===== src/hdl/upd_pkg.sv =====
`timescale 1ns / 1ps

package upd_pkg;

    localparam int WIN_DEPTH = 21;
    localparam int NUM_PAT   = 3;

    localparam logic [7:0] CH_PCT    = 8'h25;
    localparam logic [7:0] CH_PLUS   = 8'h2B;
    localparam logic [7:0] CH_SPACE  = 8'h20;
    localparam logic [7:0] CH_0      = 8'd48;
    localparam logic [7:0] CH_9      = 8'd57;
    localparam logic [7:0] CH_A      = 8'd65;
    localparam logic [7:0] CH_Z      = 8'd90;
    localparam logic [7:0] CH_LA     = 8'h61;
    localparam logic [7:0] CH_LZ     = 8'h7A;
    localparam logic [7:0] CASE_GAP  = 8'd32;
    localparam logic [5:0] DIGIT_TEN = 6'd10;

    typedef logic [4:0] t_count;

    // Escape shortcuts matched right after a percent sign, zero padded.
    localparam logic [7:0] PAT_TAB [NUM_PAT][WIN_DEPTH] = '{
        '{"5", "C", "%", "5", "C", "r", "%", "5", "C", "%", "5", "C", "n",
          8'h00, 8'h00, 8'h00, 8'h00, 8'h00, 8'h00, 8'h00, 8'h00},
        '{"5", "C", "%", "2", "2", "%", "2", "C", "%", "5", "C",
          "%", "2", "2", "%", "5", "C", "%", "5", "C", "n"},
        '{"5", "C", "%", "5", "C", "%", "5", "C", "%", "5", "C",
          8'h00, 8'h00, 8'h00, 8'h00, 8'h00, 8'h00, 8'h00, 8'h00, 8'h00, 8'h00}
    };
    localparam t_count     PAT_LEN [NUM_PAT] = '{5'd13, 5'd21, 5'd11};
    localparam logic [7:0] PAT_VAL [NUM_PAT] = '{8'd10, 8'd10, 8'd92};

    typedef enum logic [1:0] {
        POP_ONE,
        POP_ELEVEN,
        POP_THIRTEEN,
        POP_ALL
    } t_pop;

    localparam t_pop PAT_POP [NUM_PAT] = '{POP_THIRTEEN, POP_ALL, POP_ELEVEN};

    typedef enum logic [1:0] {
        PH_TEXT,
        PH_OPEN,
        PH_DIGIT
    } t_phase;

    typedef enum logic [2:0] {
        ST_IDLE,
        ST_DRAIN,
        ST_FAIL_HI,
        ST_FAIL_LO,
        ST_VERB,
        ST_END_RAW,
        ST_END_DEC
    } t_state;

    typedef struct packed {
        logic push;
        logic step;
        logic verb;
        logic fail_hi;
        logic fail_lo;
        logic end_raw;
        logic end_dec;
    } t_dp_cmd;

    typedef struct packed {
        logic out_free;
        logic len_short;
        logic last;
        logic wait_more;
        logic fail;
        logic empty_after;
        logic count_one;
        logic empty;
    } t_dp_status;

    function automatic logic [7:0] upcase(input logic [7:0] c);
        return (c inside {[CH_LA:CH_LZ]}) ? c - CASE_GAP : c;
    endfunction

    function automatic logic is_digit(input logic [7:0] c);
        return (c inside {[CH_0:CH_9], [CH_A:CH_Z]});
    endfunction

    function automatic logic [5:0] digit_val(input logic [7:0] c);
        logic [7:0] d;
        if (c inside {[CH_0:CH_9]}) begin
            d = c - CH_0;
            return d[5:0];
        end
        d = c - CH_A;
        return d[5:0] + DIGIT_TEN;
    endfunction

endpackage


===== src/hdl/url_percent_decoder_unit.sv =====
`timescale 1ns / 1ps

// Percent decoder for one string at a time: raw bytes in with tlast on the final
// byte, decoded bytes out, then one end-marker beat (tlast high, tuser[0] low)
// whose tuser[1] says whether the string was decoded (0: shorter than three bytes,
// copied verbatim). Each plain byte is accepted, then taken by one step of the
// single-step drain sequencer, which takes one held byte or a whole matched escape
// shortcut per step and, while the output is free, posts at most one beat per cycle
// into a one-deep output register. A good escape takes three accepted bytes and
// three steps; a failed escape re-emits its two held bytes as extra beats; bytes
// held while a long escape shortcut may still match are walked through one per
// cycle, output permitting, once it resolves (up to 21). The input stays ready
// only when idle; any beat stalls the sequencer until the output register is free.
module url_percent_decoder_unit (
    input  logic       i_clk,
    input  logic       i_rst_n,
    input  logic       s_axis_tvalid,
    output logic       s_axis_tready,
    input  logic [7:0] s_axis_tdata,   // [7:0] in_byte
    input  logic       s_axis_tlast,
    output logic       m_axis_tvalid,
    input  logic       m_axis_tready,
    output logic [7:0] m_axis_tdata,   // [7:0] out_byte
    output logic [1:0] m_axis_tuser,   // [0] byte_valid, [1] was_decoded
    output logic       m_axis_tlast
);
    import upd_pkg::*;

    t_dp_cmd    cmd;
    t_dp_status status;
    logic       byte_valid;
    logic       was_decoded;

    upd_ctrl u_ctrl (
        .i_clk      (i_clk),
        .i_rst_n    (i_rst_n),
        .i_in_valid (s_axis_tvalid),
        .i_in_last  (s_axis_tlast),
        .o_in_ready (s_axis_tready),
        .i_status   (status),
        .o_cmd      (cmd)
    );

    upd_dp u_dp (
        .i_clk         (i_clk),
        .i_rst_n       (i_rst_n),
        .i_in_byte     (s_axis_tdata),
        .i_in_last     (s_axis_tlast),
        .i_cmd         (cmd),
        .o_status      (status),
        .o_out_valid   (m_axis_tvalid),
        .i_out_ready   (m_axis_tready),
        .o_out_byte    (m_axis_tdata),
        .o_byte_valid  (byte_valid),
        .o_string_end  (m_axis_tlast),
        .o_was_decoded (was_decoded)
    );

    assign m_axis_tuser = {was_decoded, byte_valid};

endmodule


===== src/hdl/upd_dp.sv =====
`timescale 1ns / 1ps

module upd_dp (
    input  logic                i_clk,
    input  logic                i_rst_n,
    input  logic [7:0]          i_in_byte,
    input  logic                i_in_last,
    input  upd_pkg::t_dp_cmd    i_cmd,
    output upd_pkg::t_dp_status o_status,
    output logic                o_out_valid,
    input  logic                i_out_ready,
    output logic [7:0]          o_out_byte,
    output logic                o_byte_valid,
    output logic                o_string_end,
    output logic                o_was_decoded
);
    import upd_pkg::*;

    logic [7:0] r_win [WIN_DEPTH];
    t_count     r_count, n_count;
    t_phase     r_phase, n_phase;
    logic [7:0] r_first, n_first;
    logic [7:0] r_lo, n_lo;
    logic [1:0] r_len, n_len;
    logic       r_last, n_last;

    logic       r_out_valid;
    logic [7:0] r_out_byte;
    logic       r_out_bv;
    logic       r_out_end;
    logic       r_out_dec;

    logic [NUM_PAT-1:0] bad, full, pend;
    logic [1:0]         hit;
    logic               any_hit;
    logic [7:0]         c;
    logic               is_pct;
    logic [7:0]         hi_up, lo_up;
    logic [5:0]         hv, lv;
    logic [7:0]         dec_val;
    logic               digits_ok;
    logic               wait_more;

    logic       do_pop;
    t_pop       pop_sel;
    logic       emit;
    logic [7:0] e_byte;
    logic       e_bv, e_end, e_dec;

    assign c         = r_win[0];
    assign is_pct    = (c == CH_PCT);
    assign hi_up     = upcase(r_first);
    assign lo_up     = upcase(c);
    assign hv        = digit_val(hi_up);
    assign lv        = digit_val(lo_up);
    assign digits_ok = is_digit(hi_up) && is_digit(lo_up);
    // high*16 mod 256 keeps only the low nibble of the high digit
    assign dec_val   = {hv[3:0], 4'b0000} + {2'b00, lv};

    always_comb begin
        bad  = '0;
        full = '0;
        pend = '0;
        for (int p = 0; p < NUM_PAT; p++) begin
            for (int i = 0; i < WIN_DEPTH; i++) begin
                if ((5'(i) < PAT_LEN[p]) && (5'(i) < r_count)
                        && (r_win[i] != PAT_TAB[p][i])) begin
                    bad[p] = 1'b1;
                end
            end
            full[p] = !bad[p] && (r_count >= PAT_LEN[p]);
            pend[p] = !bad[p] && (r_count < PAT_LEN[p]) && !r_last;
        end
        hit = '0;
        for (int p = NUM_PAT - 1; p >= 0; p--) begin
            if (full[p]) begin
                hit = 2'(p);
            end
        end
        any_hit = |full;
    end

    assign wait_more = (r_phase == PH_OPEN) && !is_pct && !any_hit && (|pend);

    always_comb begin
        o_status.out_free    = !r_out_valid || i_out_ready;
        o_status.len_short   = (r_len < 2'd2);
        o_status.last        = r_last;
        o_status.wait_more   = wait_more;
        o_status.fail        = (r_phase == PH_DIGIT) && !is_pct && !digits_ok;
        o_status.empty_after = ((r_phase == PH_OPEN) && !is_pct && any_hit)
                             ? (r_count == PAT_LEN[hit]) : (r_count == 5'd1);
        o_status.count_one   = (r_count == 5'd1);
        o_status.empty       = (r_count == 5'd0);
    end

    always_comb begin
        n_count = r_count;
        n_phase = r_phase;
        n_first = r_first;
        n_lo    = r_lo;
        n_len   = r_len;
        n_last  = r_last;
        do_pop  = 1'b0;
        pop_sel = POP_ONE;
        emit    = 1'b0;
        e_byte  = 8'h00;
        e_bv    = 1'b1;
        e_end   = 1'b0;
        e_dec   = 1'b0;

        if (i_cmd.push) begin
            if (r_count < 5'(WIN_DEPTH)) begin
                n_count = r_count + 5'd1;
            end
            if (r_len != 2'd3) begin
                n_len = r_len + 2'd1;
            end
            n_last = i_in_last;
        end

        if (i_cmd.step) begin
            if (is_pct) begin
                n_phase = PH_OPEN;
                do_pop  = 1'b1;
            end else begin
                case (r_phase)
                    PH_TEXT: begin
                        emit   = 1'b1;
                        e_byte = (c == CH_PLUS) ? CH_SPACE : c;
                        do_pop = 1'b1;
                    end
                    PH_OPEN: begin
                        if (any_hit) begin
                            emit    = 1'b1;
                            e_byte  = PAT_VAL[hit];
                            do_pop  = 1'b1;
                            pop_sel = PAT_POP[hit];
                            n_phase = PH_TEXT;
                        end else if (!wait_more) begin
                            n_first = c;
                            do_pop  = 1'b1;
                            n_phase = PH_DIGIT;
                        end
                    end
                    PH_DIGIT: begin
                        do_pop  = 1'b1;
                        n_phase = PH_TEXT;
                        emit    = 1'b1;
                        if (digits_ok) begin
                            e_byte = dec_val;
                        end else begin
                            e_byte  = CH_PCT;
                            n_first = hi_up;
                            n_lo    = lo_up;
                        end
                    end
                    default: begin
                        n_phase = PH_TEXT;
                    end
                endcase
            end
        end

        if (i_cmd.verb) begin
            emit   = 1'b1;
            e_byte = c;
            do_pop = 1'b1;
        end

        if (i_cmd.fail_hi) begin
            emit   = 1'b1;
            e_byte = r_first;
        end

        if (i_cmd.fail_lo) begin
            emit   = 1'b1;
            e_byte = r_lo;
        end

        if (do_pop) begin
            case (pop_sel)
                POP_ONE:      n_count = r_count - 5'd1;
                POP_ELEVEN:   n_count = r_count - 5'd11;
                POP_THIRTEEN: n_count = r_count - 5'd13;
                default:      n_count = '0;
            endcase
        end

        if (i_cmd.end_raw || i_cmd.end_dec) begin
            emit    = 1'b1;
            e_byte  = 8'h00;
            e_bv    = 1'b0;
            e_end   = 1'b1;
            e_dec   = i_cmd.end_dec;
            n_count = '0;
            n_phase = PH_TEXT;
            n_first = 8'h00;
            n_len   = '0;
            n_last  = 1'b0;
        end
    end

    always_ff @(posedge i_clk) begin
        if (!i_rst_n) begin
            r_count <= '0;
            r_phase <= PH_TEXT;
            r_first <= 8'h00;
            r_len   <= '0;
            r_last  <= 1'b0;
        end else begin
            r_count <= n_count;
            r_phase <= n_phase;
            r_first <= n_first;
            r_len   <= n_len;
            r_last  <= n_last;
        end
    end

    always_ff @(posedge i_clk) begin
        r_lo <= n_lo;
    end

    // window: shift toward entry 0 by one, 11 or 13 on a pop, write at the fill point on a push
    always_ff @(posedge i_clk) begin
        for (int i = 0; i < WIN_DEPTH; i++) begin
            if (i_cmd.push && (r_count == 5'(i))) begin
                r_win[i] <= i_in_byte;
            end else if (do_pop) begin
                case (pop_sel)
                    POP_ONE:      r_win[i] <= r_win[(i + 1) % WIN_DEPTH];
                    POP_ELEVEN:   r_win[i] <= r_win[(i + 11) % WIN_DEPTH];
                    POP_THIRTEEN: r_win[i] <= r_win[(i + 13) % WIN_DEPTH];
                    default:      r_win[i] <= r_win[i];
                endcase
            end
        end
    end

    always_ff @(posedge i_clk) begin
        if (!i_rst_n) begin
            r_out_valid <= 1'b0;
        end else if (emit) begin
            r_out_valid <= 1'b1;
        end else if (i_out_ready) begin
            r_out_valid <= 1'b0;
        end
    end

    always_ff @(posedge i_clk) begin
        if (emit) begin
            r_out_byte <= e_byte;
            r_out_bv   <= e_bv;
            r_out_end  <= e_end;
            r_out_dec  <= e_dec;
        end
    end

    assign o_out_valid   = r_out_valid;
    assign o_out_byte    = r_out_byte;
    assign o_byte_valid  = r_out_bv;
    assign o_string_end  = r_out_end;
    assign o_was_decoded = r_out_dec;

`ifndef SYNTH
    a_count_bound: assert property (@(posedge i_clk) disable iff (!i_rst_n)
        r_count <= 5'(WIN_DEPTH))
        else $error("window count beyond depth");

    a_no_wait_on_last: assert property (@(posedge i_clk) disable iff (!i_rst_n)
        (i_cmd.step && wait_more) |-> !r_last)
        else $error("pattern wait on final byte");

    a_end_clears: assert property (@(posedge i_clk) disable iff (!i_rst_n)
        (i_cmd.end_raw || i_cmd.end_dec) |=>
            (r_count == '0 && r_phase == PH_TEXT && r_len == '0 && !r_last))
        else $error("string state not cleared after end marker");

    a_marker_no_byte: assert property (@(posedge i_clk) disable iff (!i_rst_n)
        (r_out_valid && r_out_end) |-> !r_out_bv)
        else $error("end marker flagged as byte");
`endif

endmodule


===== src/hdl/upd_ctrl.sv =====
`timescale 1ns / 1ps

module upd_ctrl (
    input  logic                i_clk,
    input  logic                i_rst_n,
    input  logic                i_in_valid,
    input  logic                i_in_last,
    output logic                o_in_ready,
    input  upd_pkg::t_dp_status i_status,
    output upd_pkg::t_dp_cmd    o_cmd
);
    import upd_pkg::*;

    t_state r_state, n_state;
    t_state done_state;

    assign done_state = i_status.last ? ST_END_DEC : ST_IDLE;

    always_ff @(posedge i_clk) begin
        if (!i_rst_n) begin
            r_state <= ST_IDLE;
        end else begin
            r_state <= n_state;
        end
    end

    always_comb begin
        n_state = r_state;
        case (r_state)
            ST_IDLE: begin
                if (i_in_valid) begin
                    if (!i_status.len_short) begin
                        n_state = ST_DRAIN;
                    end else if (i_in_last) begin
                        n_state = ST_VERB;
                    end
                end
            end
            ST_DRAIN: begin
                if (i_status.out_free) begin
                    if (i_status.wait_more) begin
                        n_state = done_state;
                    end else if (i_status.fail) begin
                        n_state = ST_FAIL_HI;
                    end else if (i_status.empty_after) begin
                        n_state = done_state;
                    end
                end
            end
            ST_FAIL_HI: begin
                if (i_status.out_free) begin
                    n_state = ST_FAIL_LO;
                end
            end
            ST_FAIL_LO: begin
                if (i_status.out_free) begin
                    n_state = i_status.empty ? done_state : ST_DRAIN;
                end
            end
            ST_VERB: begin
                if (i_status.out_free && i_status.count_one) begin
                    n_state = ST_END_RAW;
                end
            end
            ST_END_RAW, ST_END_DEC: begin
                if (i_status.out_free) begin
                    n_state = ST_IDLE;
                end
            end
            default: begin
                n_state = ST_IDLE;
            end
        endcase
    end

    always_comb begin
        o_in_ready = 1'b0;
        o_cmd      = '0;
        case (r_state)
            ST_IDLE: begin
                o_in_ready = 1'b1;
                o_cmd.push = i_in_valid;
            end
            ST_DRAIN:   o_cmd.step    = i_status.out_free;
            ST_FAIL_HI: o_cmd.fail_hi = i_status.out_free;
            ST_FAIL_LO: o_cmd.fail_lo = i_status.out_free;
            ST_VERB:    o_cmd.verb    = i_status.out_free;
            ST_END_RAW: o_cmd.end_raw = i_status.out_free;
            ST_END_DEC: o_cmd.end_dec = i_status.out_free;
            default: begin
                o_in_ready = 1'b0;
            end
        endcase
    end

endmodule

===== config.mk =====
export PLATFORM = sky130hd
export DESIGN_NAME = url_percent_decoder_unit
export DESIGN_NICKNAME = d
export VERILOG_FILES = /design/src/hdl/upd_pkg.sv /design/src/hdl/url_percent_decoder_unit.sv /design/src/hdl/upd_dp.sv /design/src/hdl/upd_ctrl.sv
export SDC_FILE = /design/constraint.sdc
export NUM_CORES = 1
export LEC_CHECK = 0
export BUFFER_PORTS_ARGS = -buffer_cell sky130_fd_sc_hd__buf_2
export CORE_ASPECT_RATIO = 1.75
export CORE_MARGIN = 5
export CORE_UTILIZATION = 35
export CTS_BUF_LIST = sky130_fd_sc_hd__clkbuf_8
export DETAILED_ROUTE_END_ITERATION = 7
export GPL_TIMING_DRIVEN = 0
export MAX_ROUTING_LAYER = met4
export PLACE_DENSITY = 0.55
export SLEW_MARGIN = 30
export SYNTH_ARGS = -nofsm -noshare
export SYNTH_HDL_FRONTEND = slang
export SYNTH_SLANG_ARGS = --single-unit

===== constraint.sdc =====
create_clock -name i_clk -period 4.55 [get_ports i_clk]
set_input_delay 0.91 -clock i_clk [delete_from_list [all_inputs] [get_ports i_clk]]
set_output_delay 0.91 -clock i_clk [all_outputs]
set_load 0.03 [all_outputs]

# Yosys cells after proc, flatten, opt, wreduce, memory -nomap -nowiden

Memories as Yosys holds them, arrays and structs flattened.
Cells that the tools add are included.

Multiply operators: 0
Magnitude comparators: 41
Divide/modulo/power cells: 0
Reduce and logical (&&, ||, !) cells: 108
Bitwise gates (word level): 88
Add/subtract/negate cells: 14
Shift operators: 0
Eq/ne operators: 79
Mux-type cells: 425

Operators by type and width:

| cell                                                              | count |
|---|---|
| 2-to-1 mux 8 bit                                                  | 99 |
| 2-to-1 mux 1 bit                                                  | 282 |
| != test 8 x 6 -> 1 bit, second input constant                     | 21 |
| != test 8 x 7 -> 1 bit, second input constant                     | 11 |
| bitwise OR 1 bit                                                  | 84 |
| logical AND 1 bit                                                 | 76 |
| equality test 5 x 4 -> 1 bit, second input constant               | 8 |
| < comparator 4 x 5 -> 1 bit, first input constant                 | 8 |
| 2-to-1 mux 3 bit                                                  | 13 |
| greater-or-equal comparator 8 x 7 -> 1 bit, second input constant | 4 |
| <= comparator 8 x 7 -> 1 bit, second input constant               | 4 |
| equality test 5 bit, second input constant                        | 5 |
| < comparator 5 bit, first input constant                          | 5 |
| 2-to-1 mux 5 bit                                                  | 5 |
| 2-to-1 mux 2 bit                                                  | 12 |
| one-hot mux 8 bit (3 select lines)                                | 1 |
| equality test 5 x 3 -> 1 bit, second input constant               | 4 |
| < comparator 3 x 5 -> 1 bit, first input constant                 | 4 |
| one-hot mux 3 bit (6 select lines)                                | 1 |
| binary-select mux 8 bit (select 2 bit)                            | 1 |
| equality test 8 x 6 -> 1 bit, second input constant               | 2 |
| greater-or-equal comparator 8 x 6 -> 1 bit, second input constant | 2 |
| <= comparator 8 x 6 -> 1 bit, second input constant               | 2 |
| one-hot mux 8 bit (2 select lines)                                | 1 |
| other kinds (54)                                                  | 100 |

Memories kept: 1
Memory bits (writable): 168
Register bits after elaboration: 41
Output and inout port bits: 13
Bits in read-only memories: 0
Bits of input ports: 13
Bits in latches: 0

Memories:

| name       | words | bits a word | read ports | clocked after memory_dff | write ports | RTL line     | RTL |
|---|---|---|---|---|---|---|---|
| u_dp.r_win | 21    | 8           | 21         | 0                        | 21          | upd_dp.sv:19 | `logic [7:0] r_win [WIN_DEPTH];` |

# Longest topological paths before layout

Gate-level depths: netlist of the first run.
An unclocked memory read counts as a cell.

Depth in word-level cells: 45
Gate-level depth with buffers: 24
Gate-level depth less buffers: 22

# Cells and area by module

Synthesis of the first run repeated with hierarchy kept, for this count alone.

Cells, all modules: 1647
Area total of the unflattened synthesis: 14640.3 um^2

By module, submodules not included:

| module                   | area each (um^2) | times used | sequential area each (um^2) | cells an instance |
|---|---|---|---|---|
| upd_dp                   | 14282.4          | 1          | 5995.8                      | 1598 |
| upd_ctrl                 | 342.8            | 1          | 60.1                        | 47 |
| url_percent_decoder_unit | 15.0             | 1          | 0.0                         | 2 |

# Least setup slack after synthesis of the first run

Ideal clock, no wire load.

Path kind: register to register
Start point: memory u_dp.r_win[0][0]
End point: register u_dp.r_out_byte[7] (netlist: u_dp.o_out_byte[7]) (data pin)
Data arrival time: 4.847 ns
Stages on the path, launching flop included: 24
Path buffers: 2
Setup time: 0.146 ns
Slack: -0.443 ns
Cell sequence: edfxtp_1 -> clkbuf_1 -> inv_1 -> ha_1 -> nor4b_1 -> and2_1 -> or3_1 -> o21ai_0 -> inv_1 -> ha_1 -> or3_1 -> nor4_1 -> o32ai_1 -> a211o_1 -> clkbuf_1 -> mux2_2 -> ha_1 -> a21oi_1 -> nor2b_1 -> o22ai_1 -> a31oi_1 -> xnor2_1 -> or3_1 -> a21oi_1

RTL lines:

| element                | RTL line      | RTL |
|---|---|---|
| start: declaration     | upd_dp.sv:19  |  |
| end signal: assignment | upd_dp.sv:252 | `r_out_byte <= e_byte;` |
| end: declaration       | upd_dp.sv:28  | `logic [7:0] r_out_byte;` |

==> results by group, run 1 <==
Status
  • Outcome: finished with violations
  • Failing checks: setup timing

Synth
  • Yosys cell types: 84
  • Syn avg cell area: 9.34 sq um
  • #FFs+latches synth: 209
  • Syn_nets: 1355
  • Post-synthesis cell count: 1316
  • Fraction of registers with async set/reset: 0%
  • Post-synthesis sequential area ratio: 49.3%
  • Cell Area, Synth: 12300 sq um
  • Synth top area share: 45.7%
  • Post-synth EDFFs: 187
  • Yosys warning total: 0
  • Prevailing post-synth register cell: edfxtp_1
  • Top post-synthesis cells by area: edfxtp_1 46%, a21oi_1 7.4%, nor2_1 5.3%
  • Synth area leader: edfxtp_1

Floorplanning
  • Die area: 39100 sq um
  • Starting Density: 35.6%
  • Horiz. Die Dim: 152 um
  • Chip Height: 258 um
  • CORE AREA: 34600 sq um
  • Num rows: 90
  • Ports: 26

Power and ir drop
  • Clk pwr share: 14.5%
  • Internal power: 0.00666 W
  • Psw: 0.00618 W
  • Cell Pwr Density: 887 nW/um^2
  • Switching share of total power: 48.1%
  • Combinational Power Share: 48.7%
  • Final Power: 0.0128 W
  • Leakage: 5.10 nW
  • Sequential power share: 36.8%
  • Maximum vdd ir drop: 312 uV

Setup path
  • Critical path type: reg2reg
  • CP top delay family: simple AND/OR/NAND/NOR gates
  • Crit. path cell count: 19
  • Crit Path Max Fanout: 7
  • Worst r2r path cells: 19
  • CP Capture Type: register
  • Worst path slowest cell: edfxtp_1
  • Crit path launch type: register
  • Worst path buffer plus inverter count: 4
  • CP Cell Sequence: inv_1, or3_4, o21ai_4, inv_2, ha_4, or3_4, nor4_4, o32ai_2, a211o_1, clkbuf_8, mux2_4, ha_4, a21oi_4, buf_6, o21ai_2, a31oi_4, xnor2_1, or3_1, a21oi_2
  • Critical path's largest stage delay: 0.66 ns
  • Worst path required time: 4.97 ns
  • Worst Path Arrival: 5.17 ns

Placement
  • Pre-CTS setup slack: -1.01 ns
  • Detail Placement HPWL: 43800 um
  • Final GP Congestion: 1.07
  • I/O Buffers: 25

Hold path
  • Hold Crit Depth: 0
  • Hold Path Class: reg2reg

Routing
  • DRT Pass-1 Iters: 6
  • 1st-iter DRT viols: 1119
  • DRT antenna net count: 0
  • DRT Wirelength: 56700 um
  • Wirelength per Cell: 29.9 um
  • Drt drc: 0
  • Post-DR vias/cell: 6.29
  • Detailed-route via count: 11900

CTS
  • Worst-path clk slew: 0.06 ns
  • Num CTS Buffers: 35
  • H-tree depth: 2
  • Clock sinks: 209
  • TritonCTS clock tree: built
  • CTS Root Cell: clkbuf_8
  • Clk Latency, worst-skew pair: 0.61 ns
  • Post-CTS Hold Buffers: 0
  • Clock Path Buffers: 3

STA
  • Final WS setup: -0.200 ns
  • Worst Max-Slew Pin Slew: 0.843 ns
  • Top achievable clock speed: 211 MHz
  • Final slew viol count: 0
  • Worst clock skew: 0.0593 ns
  • Final Critical Period: 4.75 ns
  • Max-Slew Margin vs Limit: 43.0%
  • Final Hold Fails: 0
  • Final setup viols: 2
  • Period Utilization, post-route: 104%
  • Unrepaired setup endpoints after global routing: true

Cells and area
  • Share of cells above drive strength 1: 16.9%
  • Sequential Area: 6060 sq um
  • Most common cell after layout, fill and taps aside: edfxtp_1
  • Nets: 1450
  • # fillers: 3520
  • Area grow syn2layout: 17.8%
  • Most frequent cells in the layout: 187 x edfxtp_1, 177 x a21oi_1, 172 x nor2_1
  • Area of the multi-input gates: 6080 sq um

Global route
  • Total gr overflow: 0
  • Antenna violations before repair: 1
  • First-pass GRT wire length: 80200 um
  • GRT Util Overall: 29.3%
  • Largest net degree at the start of global routing: 13
  • Vias in the first global route: 11700

Job
  • Maxcap violations: 0
## metrics by stage
step	cells	util, %	instance area, sq um	hold WS [ns]	setup TNS (ns)
global route	1898	41.9	14500	0.474	-0.820
finish	1898	41.9	14500	0.468	-0.346
floorplan	1316	-	12400	0.440	-0.0808
detailed placement	1809	38.2	13200	0.459	-96.48
CTS	1884	41.1	14200	0.459	-0.402
global placement	1801	37.8	13100	0.447	-156.18
## cell type report
| class | count | share of cell area (%) |
|---|---|---|
| Inverter | 37 | 0.994 |
| Buffer | 88 | 3.24 |
| Clock inverter | 26 | 1.64 |
| Sequential cell | 209 | 41.8 |
| Antenna cell | 1 | 0.0173 |
| Tap cell | 460 | 3.98 |
| Clock buffer | 37 | 3.52 |
| Multi-Input combinational cell | 982 | 42.0 |
| Timing Repair Buffer | 58 | 2.79 |
## flip-flops by register name, indices dropped and copies added, names as in the netlist, 2 cells and up
register and cells:
u_ctrl.r_state 3, u_dp.o_out_byte 8, u_dp.r_count 5, u_dp.r_first 8
u_dp.r_len 2, u_dp.r_lo 8, u_dp.r_phase 2, u_dp.r_win 168
## power groups by stage
stage               Combinational [W]  Clock, W  Sequential (W)
detailed placement            0.00559         0         0.00469
global placement              0.00544         0         0.00471
finish                        0.00625   0.00187         0.00472
CTS                           0.00588   0.00189         0.00463
global route                  0.00661   0.00196         0.00472
floorplan                     0.00353         0         0.00417
## what timing repair did
action,CTS,global route
buffers inserted,12,13
resized for setup,41,36
gates cloned,0,0
endpoints found under the hold margin,0,0
endpoints found under the setup margin,316,256
pin swaps,18,21
## path summary, 6_finish.rpt
check / slack [ns] / start / endpoint
worst max-delay path: -0.20 / u_dp.r_win[0][6] / u_dp.o_out_byte[7]
worst min-delay path: 0.47 / u_dp.r_win[0][2] / u_dp.r_lo[2]
worst max register to register: -0.20 / u_dp.r_win[0][6] / u_dp.o_out_byte[7]
worst min register to register: 0.47 / u_dp.r_win[0][2] / u_dp.r_lo[2]
## per-layer routing
metal / global-route usage, % / up-vias / part of all wire [%]
met2: 50.9 / 744 / 51
met5: - / - / 0
met3: 4.58 / 307 / 6.4
li1: - / 5179 / -
met4: 23.8 / 0 / 11
met1: 28.0 / 5704 / 32
## synth_stat cells (11+ instances only)
master / instances
ha_1: 25
nor2_1: 174
xnor2_1: 11
o22ai_1: 79
a21oi_1: 182
o21ai_0: 80
a31oi_1: 11
clkbuf_1: 47
inv_1: 34
nand3_1: 31
nor4b_1: 15
nand2_1: 119
dfxtp_1: 22
a21o_1: 14
nand4_1: 13
o21ai_1: 12
nor4bb_1: 12
nand2b_1: 15
buf_2: 22
edfxtp_1: 187
## cells by family after synthesis
| kind of cell | after synthesis | share of synthesized area (%) |
|---|---|---|
| AO/OA/AOI/OAI | 482 | 23.9 |
| XOR/XNOR | 11 | 0.784 |
| multiplexers | 2 | 0.173 |
| flip-flops | 209 | 49.3 |
| buffers and inverters | 125 | 4.62 |
| adder cells (fa/ha/maj) | 26 | 2.71 |
| AND/OR/NAND/NOR | 461 | 18.6 |
No activity file was read; power rests on OpenSTA's default activity.
==> inputs of run 2 (changes only) <==
PLACE_DENSITY = 0.59   (was 0.55)
SETUP_SLACK_MARGIN = 0.02   (was not set)
==> run 2 against run 1 <==
  * The run still ends with setup timing left
  * Combinational power hardly changed
  * Hold slack better by 0.034 ns
  * Maximum frequency is 2.4% lower
  * Clock skew is 0.024 ns lower
  * Flip-flop and latch count stayed put
  * Core utilization is 0.15 points lower
  * Critical path depth is 4 higher
  * Die area stayed put
  * Final cell count stayed put
==> results by group, run 2 (same netlist as run 1, synthesis figures left out) <==
Status
  • Outcome: finished with violations (unchanged)
  • Failing checks: setup timing (unchanged)

CTS
  • Clock sinks: 209 (unchanged)
  • Post-CTS Hold Buffers: 0 (unchanged)
  • Num CTS Buffers: 35 (unchanged)
  • H-tree depth: 2 (unchanged)
  • Clock Path Buffers: 3 (unchanged)
  • Worst-path clk slew: 0.06 ns (about the same)
  • CTS Root Cell: clkbuf_8 (unchanged)
  • TritonCTS clock tree: built (unchanged)
  • Clk Latency, worst-skew pair: 0.58 ns (was 0.61 ns)

Cells and area
  • Core Util, Final: 41.7% (was 41.9%)
  • Most frequent cells in the layout: 187 x edfxtp_1, 178 x a21oi_1, 171 x nor2_1 (was 187 x edfxtp_1, 177 x a21oi_1, 172 x nor2_1)
  • Most common cell after layout, fill and taps aside: edfxtp_1 (unchanged)
  • Area grow syn2layout: 17.3% (was 17.8%)
  • Fin area: 14400 sq um (was 14500 sq um)
  • Largest register FFs: 168 (unchanged)
  • # fillers: 3486 (was 3520)
  • Share of cells above drive strength 1: 16.7% (was 16.9%)
  • Largest reg by FF count: u_dp.r_win (unchanged)
  • Nets: 1451 (was 1450)

Global route
  • Total gr overflow: 0 (unchanged)
  • GRT Util Overall: 29.3% (about the same)
  • First-pass GRT wire length: 80300 um (was 80200 um)
  • Largest net degree at the start of global routing: 13 (unchanged)
  • Vias in the first global route: 11800 (was 11700)
  • Antenna violations before repair: 1 (unchanged)

STA
  • Period Utilization, post-route: 107% (was 104%)
  • Final Hold Fails: 0 (unchanged)
  • Final slew viol count: 0 (unchanged)
  • Final setup viols: 6 (was 2)
  • Top achievable clock speed: 205 MHz (was 211 MHz)
  • Final Critical Period: 4.87 ns (was 4.75 ns)
  • Final WS setup: -0.318 ns (was -0.200 ns)
  • Worst clock skew: 0.0356 ns (was 0.0593 ns)
  • Unrepaired setup endpoints after global routing: true (unchanged)
  • Worst Max-Slew Pin Slew: 0.943 ns (was 0.843 ns)
  • Max-Slew Margin vs Limit: 36.7% (was 43.0%)
  • Post-Route Hold Slack: 0.501 ns (was 0.468 ns)

Floorplanning
  • Ports: 26 (unchanged)
  • CORE AREA: 34600 sq um (unchanged)
  • Chip Height: 258 um (unchanged)
  • Starting Density: 35.6% (unchanged)
  • Num rows: 90 (unchanged)
  • Horiz. Die Dim: 152 um (unchanged)
  • Die area: 39100 sq um (unchanged)

Routing
  • Wirelength per Cell: 29.9 um (about the same)
  • DRT Pass-1 Iters: 7 (was 6)
  • 1st-iter DRT viols: 1323 (was 1119)
  • DRT Wirelength: 56800 um (was 56700 um)
  • DRT antenna net count: 0 (unchanged)
  • Post-DR vias/cell: 6.33 (was 6.29)
  • Drt drc: 0 (unchanged)
  • Detailed-route via count: 12000 (was 11900)

Power and ir drop
  • Cell Pwr Density: 889 nW/um^2 (was 887 nW/um^2)
  • Maximum vdd ir drop: 342 uV (was 312 uV)
  • Leakage: 5.09 nW (was 5.10 nW)
  • Final Power: 0.0128 W (about the same)

Placement
  • I/O Buffers: 25 (unchanged)
  • Final GP Congestion: 1.11 (was 1.07)
  • Placed Area: 13200 sq um (about the same)
  • Detail Placement HPWL: 43600 um (was 43800 um)

Setup path
  • Reg2Reg Setup Slack: -0.32 ns (was -0.20 ns)
  • Worst Path Arrival: 5.30 ns (was 5.17 ns)
  • Worst path required time: 4.98 ns (was 4.97 ns)
  • Crit path launch type: register (unchanged)
  • CP Capture Type: register (unchanged)
  • Critical path type: reg2reg (unchanged)
  • Crit Path Max Fanout: 4 (was 7)

Hold path
  • Hold Path Class: reg2reg (unchanged)

Job
  • Maxcap violations: 0 (unchanged)
run 2: cell types whose count changed in the layout (fill, tap and decap cells not counted), moves of 2 or more:
| cell | previous run | this run |
|---|---|---|
| nor4bb_2 | 0 | 2 |
| buf_2 | 52 | 49 |
| nor4b_1 | 9 | 12 |
| nor4b_2 | 7 | 4 |
| inv_1 | 32 | 36 |
| clkinv_1 | 9 | 7 |
| inv_6 | 3 | 1 |
| o21ai_1 | 20 | 22 |
| buf_4 | 26 | 33 |
| buf_12 | 2 | 0 |
run 2: path summary, 6_finish.rpt:
| check | from | to | cells past startpoint |
|---|---|---|---|
| worst max-delay path | u_dp.r_win[0][0] | u_dp.o_out_byte[7] | 23 |
| worst min-delay path | u_dp.r_first[7] | u_dp.r_first[7] | 2 |
| worst min register to register | u_dp.r_first[7] | u_dp.r_first[7] | 2 |
| worst max register to register | u_dp.r_win[0][0] | u_dp.o_out_byte[7] | 23 |
run 2: critical path: stages (launching register included):
cell and delay, ns:
edfxtp_1 0.40, clkbuf_8 0.17, inv_8 0.04, ha_4 0.15, nor4b_4 0.13, and2_4 0.15, or3_4 0.39, o21ai_4 0.18
inv_2 0.08, ha_4 0.16, or3_4 0.40, nor4_4 0.18, o32ai_2 0.12, a211o_1 0.37, clkbuf_8 0.17, mux2_4 0.32
ha_4 0.23, a21oi_4 0.19, nand2_1 0.09, o21ai_2 0.12, a31oi_4 0.12, xnor2_1 0.15, or3_1 0.33, a21oi_1 0.13
run 2: through the flow:
stage | setup slack [ns] | setup TNS (ns) | std cells
after global placement | -0.980 | -128.01 | 1801
after detailed placement | -0.976 | -82.09 | 1810
after CTS | -0.272 | -0.463 | 1885
final | -0.318 | -0.699 | 1898
after floorplan | -0.0413 | -0.0808 | 1316
after global routing | -0.507 | -1.17 | 1898
run 2: layer usage:
metal	global-route usage (%)	vias to the layer above	part of all wire [%]
met5	-	-	0
met4	25.2	0	12
met3	4.77	305	6.4
met2	49.9	730	51
met1	28.3	5775	31
li1	-	5209	-
run 2: timing repair:
item / in CTS / in global routing
setup buffers: 13 / 12
gates resized for setup: 43 / 29
endpoints found under the hold margin: 0 / 0
pin swaps: 14 / 17
endpoints found under the setup margin: 328 / 151
cloned: 0 / 0
run 2: power breakdown:
group	total, W	switching [W]	internal (W)
Clock	0.00181	0.000840	0.000974
Sequential	0.00475	0.00116	0.00359
Combinational	0.00625	0.00417	0.00208
Total	0.0128	0.00617	0.00664
run 2: final cells by class:
cell class | count | area, sq um | area share (%)
clock buffer | 36 | 495 | 3.44
antenna | 1 | 2.50 | 0.0174
sequential | 209 | 6060 | 42.0
inverter | 37 | 146 | 1.02
multi-input combinational | 982 | 6060 | 42.0
tap | 460 | 576 | 3.99
timing repair buffer | 59 | 390 | 2.71
buffer | 88 | 469 | 3.25
clock inverter | 26 | 228 | 1.58
==> inputs of run 3 (changes only) <==
RECOVER_POWER = 100   (was not set)
==> run 3 against run 2 <==
  * The flow still finishes with violations (setup timing)
  * Worst setup slack worse by 0.0081 ns
  * Clock power about the same
  * Cell area unchanged
  * Non-clock buffer count stayed put
  * Sequential power is essentially flat
  * Hold slack worse by 0.0025 ns
  * Final cell count unchanged
  * Critical path type unchanged
==> results by group, run 3 (same netlist as run 1, synthesis figures left out) <==
Status
  • Outcome: finished with violations (unchanged)
  • Failing checks: setup timing (unchanged)

Routing
  • Wirelength per Cell: 29.9 um (about the same)
  • 1st-iter DRT viols: 1324 (was 1323)
  • DRT Wirelength: 56800 um (about the same)
  • Drt drc: 0 (unchanged)
  • DRT Pass-1 Iters: 7 (unchanged)
  • Detailed-route via count: 12000 (about the same)
  • DRT antenna net count: 0 (unchanged)
  • Post-DR vias/cell: 6.35 (was 6.33)

Setup path
  • CP top delay family: simple AND/OR/NAND/NOR gates (unchanged)
  • Reg2reg end: u_dp.o_out_byte[7] (unchanged)
  • CP most frequent cell: ha_4 (unchanged)
  • CP Capture Type: register (unchanged)
  • Crit Path Max Fanout: 4 (unchanged)
  • Reg2Reg Setup Slack: -0.33 ns (was -0.32 ns)
  • Critical path type: reg2reg (unchanged)
  • Worst Path Arrival: 5.31 ns (was 5.30 ns)
  • Crit. path cell count: 23 (unchanged)
  • Worst path buffer plus inverter count: 4 (unchanged)
  • CP Cell Sequence: clkbuf_8, inv_8, ha_4, nor4b_4, and2_4, or3_4, o21ai_4, inv_2, ha_4, or3_4, nor4_4, o32ai_2, a211o_1, clkbuf_8, mux2_4, ha_4, a21oi_4, nand2_1, o21ai_2, a31oi_4, xnor2_1, or3_1, a21oi_1 (unchanged)
  • Worst r2r path cells: 23 (unchanged)
  • Worst r2r src: u_dp.r_win[0][0] (unchanged)
  • Worst path slowest cell: edfxtp_1 (unchanged)
  • Crit path launch type: register (unchanged)
  • Critical path's largest stage delay: 0.40 ns (about the same)
  • Worst path required time: 4.98 ns (about the same)

Floorplanning
  • CORE AREA: 34600 sq um (unchanged)
  • Ports: 26 (unchanged)
  • Num rows: 90 (unchanged)
  • Starting Density: 35.6% (unchanged)
  • Chip Height: 258 um (unchanged)
  • Die area: 39100 sq um (unchanged)
  • Horiz. Die Dim: 152 um (unchanged)

Cells and area
  • Final cell count without fillers: 1898 (unchanged)
  • Area grow syn2layout: 17.3% (unchanged)
  • Nets: 1451 (unchanged)
  • Sequential Area: 6060 sq um (unchanged)
  • # fillers: 3486 (unchanged)
  • Largest reg by FF count: u_dp.r_win (unchanged)
  • Largest register FFs: 168 (unchanged)
  • Core Util, Final: 41.7% (unchanged)
  • Share of cells above drive strength 1: 16.7% (unchanged)
  • Area of the multi-input gates: 6060 sq um (unchanged)
  • Most common cell after layout, fill and taps aside: edfxtp_1 (unchanged)
  • Most frequent cells in the layout: 187 x edfxtp_1, 178 x a21oi_1, 171 x nor2_1 (unchanged)

Global route
  • Total gr overflow: 0 (unchanged)
  • GRT Util Overall: 29.3% (unchanged)
  • First-pass GRT wire length: 80300 um (unchanged)
  • Largest net degree at the start of global routing: 13 (unchanged)
  • Vias in the first global route: 11800 (unchanged)
  • Antenna violations before repair: 1 (unchanged)

STA
  • Final setup viols: 6 (unchanged)
  • Unrepaired setup endpoints after global routing: true (unchanged)
  • Setup TNS: -0.730 ns (was -0.699 ns)
  • Final WS setup: -0.326 ns (was -0.318 ns)
  • Top achievable clock speed: 205 MHz (about the same)
  • Period Utilization, post-route: 107% (about the same)
  • Max-Slew Margin vs Limit: 37.1% (was 36.7%)
  • Final Critical Period: 4.88 ns (was 4.87 ns)
  • Worst clock skew: 0.0359 ns (was 0.0356 ns)
  • Final slew viol count: 0 (unchanged)
  • Final Hold Fails: 0 (unchanged)
  • Worst Max-Slew Pin Slew: 0.937 ns (was 0.943 ns)

CTS
  • TritonCTS clock tree: built (unchanged)
  • Clock Path Buffers: 3 (unchanged)
  • Num CTS Buffers: 35 (unchanged)
  • CTS Root Cell: clkbuf_8 (unchanged)
  • H-tree depth: 2 (unchanged)
  • Post-CTS Hold Buffers: 0 (unchanged)
  • Worst-path clk slew: 0.07 ns (was 0.06 ns)
  • Clock sinks: 209 (unchanged)
  • Clk Latency, worst-skew pair: 0.58 ns (about the same)

Placement
  • Detail Placement HPWL: 43600 um (unchanged)
  • Final GP Congestion: 1.11 (unchanged)
  • Dpl cells: 1810 (unchanged)
  • Pre-CTS setup slack: -0.976 ns (unchanged)
  • I/O Buffers: 25 (unchanged)

Hold path
  • Hold Path Class: reg2reg (unchanged)
  • Hold Crit Depth: 2 (unchanged)
  • Hold-critical path endpoint: u_dp.r_first[7] (unchanged)
  • Worst Hold Launch: u_dp.r_first[7] (unchanged)

Power and ir drop
  • Leakage: 5.09 nW (about the same)
  • Maximum vdd ir drop: 342 uV (about the same)
  • Final Power: 0.0128 W (about the same)
  • Cell Pwr Density: 889 nW/um^2 (about the same)

Job
  • Maxcap violations: 0 (unchanged)
run 3: changes by cell type in the layout (fill, tap and decap cells not counted), sizes merged:
cell and delta:
clkbuf +1, buf -1
run 3: per-stage QoR:
stage	hold WS, ns	area, sq um
after floorplan	0.440	12400
after global placement	0.487	13100
after detailed placement	0.489	13200
after CTS	0.499	14200
after global routing	0.537	14400
final	0.499	14400
run 3: metal layers:
| metal | global-route usage [%] | vias to the layer above | part of all wire [%] |
|---|---|---|---|
| li1 | - | 5209 | - |
| met2 | 49.9 | 734 | 50 |
| met3 | 4.77 | 310 | 6.4 |
| met5 | - | - | 0 |
| met4 | 25.2 | 0 | 12 |
| met1 | 28.3 | 5796 | 31 |
run 3: how the worst max path moves through the flow:
stage / end / startpoint
finish: u_dp.o_out_byte[7] / u_dp.r_win[0][0]
global route: u_dp.o_out_byte[7] / u_dp.r_win[0][0]
CTS: u_dp.o_out_byte[7] / u_dp.r_win[0][0]
detailed placement: u_dp.o_out_byte[7] / u_dp.r_win[0][1]
global placement: u_dp.o_out_byte[6] / u_dp.r_win[0][1]
floorplan: u_dp.o_out_byte[7] / u_dp.r_win[0][0]
run 3: worst register-to-register path: stages (launching register included):
cell,delay [ns]
edfxtp_1,0.40
clkbuf_8,0.17
inv_8,0.04
ha_4,0.15
nor4b_4,0.13
and2_4,0.15
or3_4,0.39
o21ai_4,0.18
inv_2,0.08
ha_4,0.16
or3_4,0.40
nor4_4,0.19
o32ai_2,0.12
a211o_1,0.37
clkbuf_8,0.17
mux2_4,0.32
ha_4,0.23
a21oi_4,0.19
nand2_1,0.09
o21ai_2,0.12
a31oi_4,0.12
xnor2_1,0.15
or3_1,0.33
a21oi_1,0.13
run 3: power breakdown:
part	switching, W	internal [W]
registers	0.00116	0.00359
logic	0.00417	0.00208
clock network	0.000840	0.000974
run 3: layout make-up:
type,count,share of cell area [%]
Clock inverter,26,1.58
Timing Repair Buffer,59,2.71
Inverter,37,1.02
Buffer,88,3.25
Sequential cell,209,42.0
Clock buffer,36,3.44
Tap cell,460,3.99
Multi-Input combinational cell,982,42.0
Antenna cell,1,0.0174
run 3: timing repair:
item                       in CTS  in global routing
setup endpoints to repair     328                151
gates resized for setup        43                 29
pin swaps                      14                 17
setup buffers                  13                 12
